==> config.mk <==
export PLATFORM = sky130hd
export DESIGN_NAME = image_header_size_sniffer
export DESIGN_NICKNAME = d
export VERILOG_FILES = /design/src/design/ihss_pkg.sv /design/src/design/ihss_parse.sv /design/src/design/ihss_skid.sv /design/src/design/image_header_size_sniffer.sv
export VERILOG_INCLUDE_DIRS = /design/src /design/src/design
export SDC_FILE = /design/constraint.sdc
export NUM_CORES = 1
export LEC_CHECK = 0
export BUFFER_PORTS_ARGS = -buffer_cell sky130_fd_sc_hd__buf_2
export CORE_AREA = 2 2 175 108
export DETAILED_ROUTE_END_ITERATION = 10
export DIE_AREA = 0 0 177 110
export PLACE_DENSITY = 0.84
export SLEW_MARGIN = 20
export SYNTH_ARGS = -nofsm -noshare
export SYNTH_HDL_FRONTEND = slang
export SYNTH_HIERARCHICAL = 1
export SYNTH_SLANG_ARGS = --single-unit
==> constraint.sdc <==
create_clock -name clk -period 18.2 [get_ports clk]
set_input_delay 0 -clock clk [delete_from_list [all_inputs] [get_ports clk]]
set_output_delay 0 -clock clk [all_outputs]
set_load 0.02 [all_outputs]
==> src/design/image_header_size_sniffer_macros.svh <==
// ----------------------------------------------------------------------------
// image header size sniffer assertion macros
// shared property forms for the sniffer's internal checks
// ----------------------------------------------------------------------------
`ifndef IMAGE_HEADER_SIZE_SNIFFER_MACROS_SVH
`define IMAGE_HEADER_SIZE_SNIFFER_MACROS_SVH

// consequent must hold in the same cycle as the antecedent
`define IHSS_ASSERT_SAME(label, clk, rst, ante, cons, msg) \
  label: assert property (@(posedge clk) disable iff (rst) (ante) |-> (cons)) \
    else $error(msg);

// consequent must hold in the cycle after the antecedent
`define IHSS_ASSERT_NEXT(label, clk, rst, ante, cons, msg) \
  label: assert property (@(posedge clk) disable iff (rst) (ante) |=> (cons)) \
    else $error(msg);

`endif

==> src/design/ihss_pkg.sv <==
// ----------------------------------------------------------------------------
// ihss_pkg
// types, codes and constants shared by the image header size sniffer
// ----------------------------------------------------------------------------
`timescale 1ns / 1ps
`default_nettype none

package ihss_pkg;

  // parser phase
  typedef enum logic [3:0] {
    PH_START  = 4'd0,
    PH_SOI2   = 4'd1,
    PH_PNG    = 4'd2,
    PH_MARK   = 4'd3,
    PH_FILL   = 4'd4,
    PH_LEN_HI = 4'd5,
    PH_LEN_LO = 4'd6,
    PH_SKIP   = 4'd7,
    PH_SOF    = 4'd8,
    PH_IGNORE = 4'd9
  } phase_t;

  // outcome of one byte
  typedef enum logic [1:0] {
    OC_PENDING = 2'd0,
    OC_OK      = 2'd1,
    OC_FAIL    = 2'd2
  } outcome_t;

  // image format codes
  localparam logic [1:0] FMT_UNKNOWN = 2'd0;
  localparam logic [1:0] FMT_PNG     = 2'd1;
  localparam logic [1:0] FMT_JPEG    = 2'd2;

  localparam int unsigned DIM_W = 31;
  localparam int unsigned ACC_W = 32;
  localparam int unsigned OFF_W = 5;

  // byte codes
  localparam logic [7:0] PNG_LEAD   = 8'h89;
  localparam logic [7:0] JPEG_SOI   = 8'hD8;
  localparam logic [7:0] JPEG_FILL  = 8'hFF;
  localparam logic [7:0] JPEG_EOI   = 8'hD9;
  localparam logic [7:0] JPEG_TEM   = 8'h01;
  localparam logic [7:0] JPEG_RST0  = 8'hD0;
  localparam logic [7:0] JPEG_DHT   = 8'hC4;
  localparam logic [7:0] JPEG_JPG   = 8'hC8;
  localparam logic [7:0] JPEG_DAC   = 8'hCC;
  localparam logic [7:0] JPEG_SOF0  = 8'hC0;
  localparam logic [7:0] JPEG_SOF15 = 8'hCF;

  // minimum segment lengths
  localparam logic [15:0] SEG_LEN_MIN = 16'd2;
  localparam logic [15:0] SOF_LEN_MIN = 16'd7;

  // png header offsets
  localparam logic [OFF_W-1:0] PNG_TAG_START    = 5'd12;
  localparam logic [OFF_W-1:0] PNG_SIG_END      = 5'd8;
  localparam logic [OFF_W-1:0] PNG_TAG_END      = 5'd16;
  localparam logic [OFF_W-1:0] PNG_HEIGHT_START = 5'd20;
  localparam logic [OFF_W-1:0] PNG_LAST_OFF     = 5'd23;

  // sof field offsets
  localparam logic [OFF_W-1:0] SOF_PREC_OFF   = 5'd0;
  localparam logic [OFF_W-1:0] SOF_WIDTH_OFF  = 5'd3;
  localparam logic [OFF_W-1:0] SOF_LAST_OFF   = 5'd4;

  // one result transfer
  typedef struct packed {
    logic             found;
    logic [1:0]       image_format;
    logic [DIM_W-1:0] image_width;
    logic [DIM_W-1:0] image_height;
  } result_t;

  // png signature byte by offset
  function automatic logic [7:0] png_sig_byte(input logic [2:0] idx);
    logic [7:0] val;
    case (idx)
      3'd0:    val = 8'h89;
      3'd1:    val = 8'h50;
      3'd2:    val = 8'h4E;
      3'd3:    val = 8'h47;
      3'd4:    val = 8'h0D;
      3'd5:    val = 8'h0A;
      3'd6:    val = 8'h1A;
      default: val = 8'h0A;
    endcase
    return val;
  endfunction

  // ihdr tag byte by offset
  function automatic logic [7:0] png_tag_byte(input logic [1:0] idx);
    logic [7:0] val;
    case (idx)
      2'd0:    val = 8'h49;
      2'd1:    val = 8'h48;
      2'd2:    val = 8'h44;
      default: val = 8'h52;
    endcase
    return val;
  endfunction

endpackage

`default_nettype wire

==> src/design/ihss_parse.sv <==
// ----------------------------------------------------------------------------
// ihss_parse
// byte-wise header parser: phase register, counters and accumulators, with
// the outcome of each accepted byte worked out in one pass
// ----------------------------------------------------------------------------
`timescale 1ns / 1ps
`default_nettype none
`include "image_header_size_sniffer_macros.svh"

module ihss_parse (
  input  wire logic             clk,
  input  wire logic             rst,
  input  wire logic             accept,
  input  wire logic [7:0]       data_byte,
  input  wire logic             last_byte,
  output logic                  res_valid,
  output ihss_pkg::result_t     res
);
  import ihss_pkg::*;

  phase_t                phase, phase_next;
  logic [OFF_W-1:0]      offset, offset_next, off_inc;
  logic [15:0]           remaining, remaining_next;
  logic [7:0]            marker, marker_next;
  logic [7:0]            len_hi, len_hi_next;
  logic [ACC_W-1:0]      width, width_next;
  logic [ACC_W-1:0]      height, height_next;
  logic [1:0]            fmt, fmt_step, fmt_next;
  outcome_t              outcome;
  logic [15:0]           seg_len;
  logic                  is_sof, is_standalone, decided;

  assign off_inc = offset + 5'd1;
  assign seg_len = {len_hi, data_byte};
  assign is_sof  = (marker >= JPEG_SOF0) && (marker <= JPEG_SOF15) &&
                   (marker != JPEG_DHT) && (marker != JPEG_JPG) &&
                   (marker != JPEG_DAC);
  assign is_standalone = (data_byte == JPEG_TEM) ||
                         ((data_byte >= JPEG_RST0) && (data_byte <= JPEG_EOI));

  // next state
  always_comb begin
    phase_next     = phase;
    offset_next    = offset;
    remaining_next = remaining;
    marker_next    = marker;
    len_hi_next    = len_hi;
    width_next     = width;
    height_next    = height;
    fmt_step       = fmt;
    outcome        = OC_PENDING;
    unique case (phase)
      PH_START: begin
        if (data_byte == PNG_LEAD) begin
          fmt_step    = FMT_PNG;
          phase_next  = PH_PNG;
          offset_next = off_inc;
        end else if (data_byte == JPEG_FILL) begin
          phase_next = PH_SOI2;
        end else begin
          outcome = OC_FAIL;
        end
      end
      PH_SOI2: begin
        if (data_byte == JPEG_SOI) begin
          fmt_step   = FMT_JPEG;
          phase_next = PH_MARK;
        end else begin
          outcome = OC_FAIL;
        end
      end
      PH_PNG: begin
        offset_next = off_inc;
        if (offset < PNG_SIG_END) begin
          if (data_byte != png_sig_byte(offset[2:0])) outcome = OC_FAIL;
        end else if (offset < PNG_TAG_START) begin
          outcome = OC_PENDING;
        end else if (offset < PNG_TAG_END) begin
          if (data_byte != png_tag_byte(offset[1:0])) outcome = OC_FAIL;
        end else if (offset < PNG_HEIGHT_START) begin
          width_next = {width[ACC_W-9:0], data_byte};
        end else begin
          height_next = {height[ACC_W-9:0], data_byte};
          if (offset == PNG_LAST_OFF) begin
            if ((width == '0) || (height_next == '0) ||
                width[ACC_W-1] || height_next[ACC_W-1]) begin
              outcome = OC_FAIL;
            end else begin
              outcome = OC_OK;
            end
          end
        end
      end
      PH_MARK: begin
        if (data_byte != JPEG_FILL) outcome = OC_FAIL;
        else phase_next = PH_FILL;
      end
      PH_FILL: begin
        if (data_byte != JPEG_FILL) begin
          marker_next = data_byte;
          if (is_standalone) begin
            if (data_byte == JPEG_EOI) outcome = OC_FAIL;
            else phase_next = PH_MARK;
          end else begin
            phase_next = PH_LEN_HI;
          end
        end
      end
      PH_LEN_HI: begin
        len_hi_next = data_byte;
        phase_next  = PH_LEN_LO;
      end
      PH_LEN_LO: begin
        if (seg_len < SEG_LEN_MIN) begin
          outcome = OC_FAIL;
        end else if (is_sof) begin
          if (seg_len < SOF_LEN_MIN) begin
            outcome = OC_FAIL;
          end else begin
            offset_next = '0;
            width_next  = '0;
            height_next = '0;
            phase_next  = PH_SOF;
          end
        end else begin
          remaining_next = seg_len - SEG_LEN_MIN;
          phase_next     = (seg_len == SEG_LEN_MIN) ? PH_MARK : PH_SKIP;
        end
      end
      PH_SKIP: begin
        remaining_next = remaining - 16'd1;
        if (remaining == 16'd1) phase_next = PH_MARK;
      end
      PH_SOF: begin
        offset_next = off_inc;
        if (offset == SOF_PREC_OFF) begin
          outcome = OC_PENDING;
        end else if (offset < SOF_WIDTH_OFF) begin
          height_next = {16'd0, height[7:0], data_byte};
        end else begin
          width_next = {16'd0, width[7:0], data_byte};
          if (offset == SOF_LAST_OFF) begin
            if ((width_next == '0) || (height == '0)) outcome = OC_FAIL;
            else outcome = OC_OK;
          end
        end
      end
      PH_IGNORE: begin
        outcome = OC_PENDING;
      end
      default: begin
        outcome = OC_FAIL;
      end
    endcase

    // a file cut short fails on its last byte
    if ((phase != PH_IGNORE) && (outcome == OC_PENDING) && last_byte) begin
      outcome = OC_FAIL;
    end
    decided = (phase != PH_IGNORE) && (outcome != OC_PENDING);
    fmt_next = fmt_step;
    if (decided) phase_next = PH_IGNORE;

    // last byte returns to start of file
    if (last_byte) begin
      phase_next  = PH_START;
      offset_next = '0;
      fmt_next    = FMT_UNKNOWN;
    end
  end

  // result of the deciding byte
  always_comb begin
    res_valid        = accept && decided;
    res.found        = (outcome == OC_OK);
    res.image_format = fmt_step;
    res.image_width  = (outcome == OC_OK) ? width_next[DIM_W-1:0] : '0;
    res.image_height = (outcome == OC_OK) ? height_next[DIM_W-1:0] : '0;
  end

  // control state
  always_ff @(posedge clk) begin
    if (rst) begin
      phase  <= PH_START;
      offset <= '0;
      fmt    <= FMT_UNKNOWN;
    end else if (accept) begin
      phase  <= phase_next;
      offset <= offset_next;
      fmt    <= fmt_next;
    end
  end

  // segment and size accumulators
  always_ff @(posedge clk) begin
    if (accept) begin
      remaining <= remaining_next;
      marker    <= marker_next;
      len_hi    <= len_hi_next;
      width     <= width_next;
      height    <= height_next;
    end
  end

  `IHSS_ASSERT_NEXT(a_last_restarts, clk, rst, accept && last_byte,
    (phase == PH_START) && (offset == '0) && (fmt == FMT_UNKNOWN),
    "last byte did not return parser to start of file")
  `IHSS_ASSERT_NEXT(a_decided_ignores, clk, rst, res_valid && !last_byte,
    phase == PH_IGNORE, "decided file not ignoring further bytes")
  `IHSS_ASSERT_SAME(a_png_format, clk, rst, phase == PH_PNG,
    fmt == FMT_PNG, "png phase without png format")

endmodule

`default_nettype wire

==> src/design/ihss_skid.sv <==
// ----------------------------------------------------------------------------
// ihss_skid
// result output register with one skid entry, so input ready is registered
// and bytes keep flowing while a result waits
// ----------------------------------------------------------------------------
`timescale 1ns / 1ps
`default_nettype none
`include "image_header_size_sniffer_macros.svh"

module ihss_skid (
  input  wire logic              clk,
  input  wire logic              rst,
  input  wire logic              load_valid,
  input  wire ihss_pkg::result_t load_data,
  output logic                   load_ready,
  output logic                   out_valid,
  output ihss_pkg::result_t      out_data,
  input  wire logic              out_ready
);
  import ihss_pkg::*;

  logic    skid_valid;
  result_t skid_data;
  logic    out_free;

  assign out_free   = !out_valid || out_ready;
  assign load_ready = !skid_valid;

  // output and skid valid flags
  always_ff @(posedge clk) begin
    if (rst) begin
      out_valid  <= 1'b0;
      skid_valid <= 1'b0;
    end else if (skid_valid && out_free) begin
      out_valid  <= 1'b1;
      skid_valid <= 1'b0;
    end else if (load_valid) begin
      if (out_free) out_valid <= 1'b1;
      else skid_valid <= 1'b1;
    end else if (out_ready) begin
      out_valid <= 1'b0;
    end
  end

  // payload registers
  always_ff @(posedge clk) begin
    if (skid_valid && out_free) begin
      out_data <= skid_data;
    end else if (load_valid) begin
      if (out_free) out_data <= load_data;
      else skid_data <= load_data;
    end
  end

  `IHSS_ASSERT_SAME(a_skid_behind_out, clk, rst, skid_valid, out_valid,
    "skid entry held while output register empty")
  `IHSS_ASSERT_SAME(a_no_load_when_full, clk, rst, load_valid, !skid_valid,
    "result offered while skid entry full")
  `IHSS_ASSERT_NEXT(a_skid_holds, clk, rst, skid_valid && !out_ready,
    skid_valid && $stable(skid_data), "skid entry lost while output stalled")

endmodule

`default_nettype wire

==> src/design/image_header_size_sniffer.sv <==
// ----------------------------------------------------------------------------
// image_header_size_sniffer
// reads the pixel size from the header of a png or jpeg file streamed in
// one byte per transfer
// ----------------------------------------------------------------------------
// usage
//   slave side: one file byte per transfer on s_tdata, s_tlast on the file's
//   final byte. master side: one result per file, on m_tuser the found flag
//   and format code, on m_tdata the width and height (zero unless found).
//   a result transfer is registered onto m_tvalid once the byte that decides
//   the outcome is taken. while s_tready is high, throughput is one byte per
//   cycle; each byte is a single pass through the parser's phase register and
//   accumulators, so the phase update bounds it.
//   bytes after the deciding one are dropped up to and including the last
//   byte; the next byte starts a new file.
//   reset returns the parser to start of file and empties the output stage.
//   when the receiver stalls, the result sits in the output register and
//   bytes keep being taken; a second result parks in a skid entry, and
//   s_tready drops only while that entry is full.
// ----------------------------------------------------------------------------
`timescale 1ns / 1ps
`default_nettype none

module image_header_size_sniffer (
  input  wire logic        clk,
  input  wire logic        rst,
  input  wire logic        s_tvalid,
  output logic             s_tready,
  input  wire logic [7:0]  s_tdata,   // data_byte
  input  wire logic        s_tlast,   // last_byte
  output logic             m_tvalid,
  input  wire logic        m_tready,
  output logic [63:0]      m_tdata,   // image_width [30:0], image_height [61:31]
  output logic [2:0]       m_tuser    // found [0], image_format [2:1]
);
  import ihss_pkg::*;

  logic    accept;
  logic    res_valid;
  result_t res;
  result_t out_res;

  assign accept = s_tvalid && s_tready;

  // byte parser
  ihss_parse u_parse (
    .clk       (clk),
    .rst       (rst),
    .accept    (accept),
    .data_byte (s_tdata),
    .last_byte (s_tlast),
    .res_valid (res_valid),
    .res       (res)
  );

  // result output stage
  ihss_skid u_skid (
    .clk        (clk),
    .rst        (rst),
    .load_valid (res_valid),
    .load_data  (res),
    .load_ready (s_tready),
    .out_valid  (m_tvalid),
    .out_data   (out_res),
    .out_ready  (m_tready)
  );

  // pack the result transfer
  assign m_tdata = {2'b00, out_res.image_height, out_res.image_width};
  assign m_tuser = {out_res.image_format, out_res.found};

endmodule

`default_nettype wire

==> impl_metrics.py <==
metrics = {
    "drt": {
        "vias": 7646,
        "highest_layer": "met4",
        "wl_mm": 26.01,
        "postRouteAntennaNets": 0,
        "vias_per_cell": 6.436,
        "wl_met2_mm": 10.64,
        "post-route-drc-count": 0,
        "drtIter0Drc": 1008,
        "post_drt_wl_per_cell_um": 21.89,
        "wl_met1_mm": 12.46,
        "dr.pass1.iters": 5,
        "dr_wl_met3_mm": 2.323,
    },
    "synth": {
        "synth_area_mm2": 0.01149,
        "async_reset_ff_share_pct": 0,
        "synth-edff-count": 226,
        "synth_warnings": 6,
        "synth_top_flop_cell": "edfxtp_1",
        "synth_mux_area_share_pct": 8.177,
        "syn_inst": 862,
        "synth-compound-area-share_pct": 10.32,
        "synth_seq_area_share_pct": 61.32,
        "synth_xor_area_share_pct": 2.058,
        "synthSimpleGateAreaFrac_pct": 13.80,
        "ys_seq_elements": 239,
        "synthAdderAreaFrac_pct": 1.089,
        "avgSynthCellArea_um2": 13.33,
        "yosysUniqueCellTypes": 65,
        "synth_top_family_by_area": "simple AND/OR/NAND/NOR gates",
    },
    "grt": {
        "grt_max_degree": 74,
        "grt_usage_pct": 27.11,
        "grt_pass1_vias": 7204,
        "antenna_found_initial": 0,
        "grt_overflow_total": 0,
        "grt_pass1_wl_mm": 40.63,
    },
    "run_status": {
        "outcome": "finished clean",
    },
    "timing": {
        "worst_pin_slew_ns": 1.009,
        "timing.final.crit_period_ns": 4.214,
        "setup_viol": 0,
        "maxSlewHeadroom_pct": 32.13,
        "hold_viol": 0,
        "rsz0062_at_grt": "no",
        "max_freq_ghz": 0.2373,
        "fin_crit_sh_pct": 23.15,
        "drv_slew": 0,
        "setup_tns_ns": 0,
        "finClkSkew_ns": 0.007506,
    },
    "power": {
        "p_leak_nw": 4.741,
        "p_sw_share_pct": 23.09,
        "power_density_mw_per_mm2": 94.50,
        "seq_power_share_pct": 54.1,
        "power.switching_mw": 0.2794,
        "intPower_mw": 0.9308,
        "peakVddDrop_v": 0.00007925,
        "combPwrFrac_pct": 8.3,
        "clock_power_share_pct": 37.5,
    },
    "setup_path": {
        "crit_slowest_cell": "buf_4",
        "slowest_delay_ns": 0.68,
        "end_kind": "register",
        "arrival_ns": 4.35,
        "critPathLaunchType": "input pin",
        "critPathMaxFanout": 65,
        "timing_worst_setup_path_type": "in2reg",
        "path_delay_family": "simple AND/OR/NAND/NOR gates",
        "path_cells": "dlygate4sd3_1 -> buf_2 -> nor3_2 -> nand2_1 -> nor4_1 -> o21bai_1 -> a41oi_1 -> nor2_1 -> nor2_1 -> inv_1 -> a21boi_4 -> buf_4",
        "worstPathRequired_ns": 18.33,
        "crit_top_cell": "nor2_1",
        "cp.buffers_inverters": 4,
    },
    "floorplanning": {
        "die-area_mm2": 0.01947,
        "floorplan.initialDensity_pct": 64.45,
        "die_h_um": 110,
        "core_mm2": 0.01783,
        "boundaryPins": 82,
        "placementRows": 38,
        "die_x_um": 177,
    },
    "hold_path": {
        "hp-class": "in2reg",
    },
    "clocking": {
        "clockRootBuffer": "clkbuf_16",
        "cts_hold_buffers": 12,
        "cts_sinks": 239,
        "clk_pin_slew_ns": 0.06,
        "clockBufferDepth": 3,
        "cts_buffers": 22,
        "cts_tree": "yes",
        "cts_resized": 0,
        "cts_setup_buffers": 0,
        "cts_htree_levels": 1,
        "clk_latency_ns": 0.51,
    },
    "finish": {
        "antenna_cells": 0,
        "layout-drive-gt1-share_pct": 21.41,
        "nNetsFinal": 958,
        "syn2layout_area_growth_pct": 11.44,
        "fin_util_pct": 71.82,
        "layoutNonFillerInstCount": 1188,
    },
    "place": {
        "io_buffers": 79,
        "detailed_place_hpwl_mm": 16.62,
        "dp_cells": 1139,
        "gp_congestion": 0.9687,
    },
    "flow_run": {
        "cap_violations": 0,
    },
}
metrics by stage:
stage          setup WS, ns  total power, mW  hold slack [ns]  area (µm²)
4_1_cts               14.08            1.216          0.02142       12800
2_1_floorplan         10.32           0.7309          0.06907       11490
3_3_place_gp          14.09           0.7613           0.3272       11970
5_1_grt               13.71            1.247          0.04585       12810
6_report              13.99            1.210          0.04470       12810
3_5_place_dp          14.10           0.7632           0.3419       11970
layout make-up:
type,instances,area (µm²)
repair buffers,98,568.0
clock buffers,25,583.1
multi-input cells,556,4121
clock inverters,12,118.9
flip-flops and latches,239,7047
inverters,18,67.56
well taps,240,300.3
fillers,1187,5024
state kept, by name (all words and copies together) (netlist names):
signal             count
u_parse/fmt            2
u_parse/len_hi         8
u_parse/remaining     16
u_parse/width         32
u_skid/skid_valid      1
u_parse/phase          4
u_skid/out_data       65
u_skid/out_valid       1
u_skid/skid_data      65
u_parse/height        32
u_parse/marker         8
u_parse/offset         5
synthesized netlist by cell type (7+ instances only):
cell	instances	area, µm²
a21oi_1	31	155.2
a22o_1	63	551.8
a31oi_1	8	50.05
and2_1	68	425.4
clkbuf_1	34	127.6
dfxtp_1	13	260.3
edfxtp_1	226	6787
ha_1	10	125.1
inv_1	18	67.56
mux2_2	15	168.9
mux2_4	50	750.7
nand2_1	43	161.4
nand3_1	27	135.1
nor2_1	47	176.4
nor2b_1	7	43.79
nor3_1	25	125.1
nor4_1	28	175.2
o21ai_0	16	80.08
xnor2_1	15	131.4
xor2_1	12	105.1
cells by family (layout without fill, tap and decap cells):
| kind of cell | after synthesis | in the layout |
|---|---|---|
| and+or+nand+nor | 288 | 288 |
| other | 1 | 2 |
| buffers and inverters | 68 | 153 |
| AOI/OAI and AO/OA | 162 | 162 |
| adders and majority gates | 10 | 10 |
| xor gates and xnor gates | 27 | 27 |
| muxes | 67 | 67 |
| DFF | 239 | 239 |
power by group through the flow:
stage | clock network (mW) | logic, mW | registers, mW
finish | 0.454 | 0.101 | 0.655
global route | 0.481 | 0.108 | 0.658
CTS | 0.461 | 0.100 | 0.655
detailed placement | 0 | 0.0978 | 0.665
global placement | 0 | 0.0961 | 0.665
floorplan | 0 | 0.0538 | 0.677
worst min-delay path, cell delays in order:
cell and delay [ns]:
buf_2 0.10, and2_2 0.22, nand3_1 0.10, a21oi_1 0.07
layer usage:
metal,global-route usage (%),up-vias
li1,-,3452
met1,44.40,3747
met2,36.55,399
met3,5.384,48
met4,7.025,0
met5,0,-
final timing paths:
path                    endpoint  depth (start not counted)  slack, ns              from
max          u_skid/out_data[62]                         12      13.99        s_tdata[1]
min               u_parse/fmt[0]                          4       0.04          s_tvalid
max reg2reg  u_skid/out_data[62]                         10      14.02  u_parse/phase[1]
min reg2reg       u_parse/fmt[0]                          2       0.49    u_parse/fmt[0]
cells in the final DEF, fill, tap and decap left out, types with 13 or more instances in the layout:
master,n
edfxtp_1,226
buf_2,79
and2_1,67
a22o_1,63
mux2_4,50
nor2_1,44
nand2_1,43
a21oi_1,31
nor4_1,28
nand3_1,26
nor3_1,24
clkbuf_16,23
inv_1,18
o21ai_0,16
xnor2_1,15
mux2_2,15
dfxtp_1,13
Power figures use the tool's default switching activity.
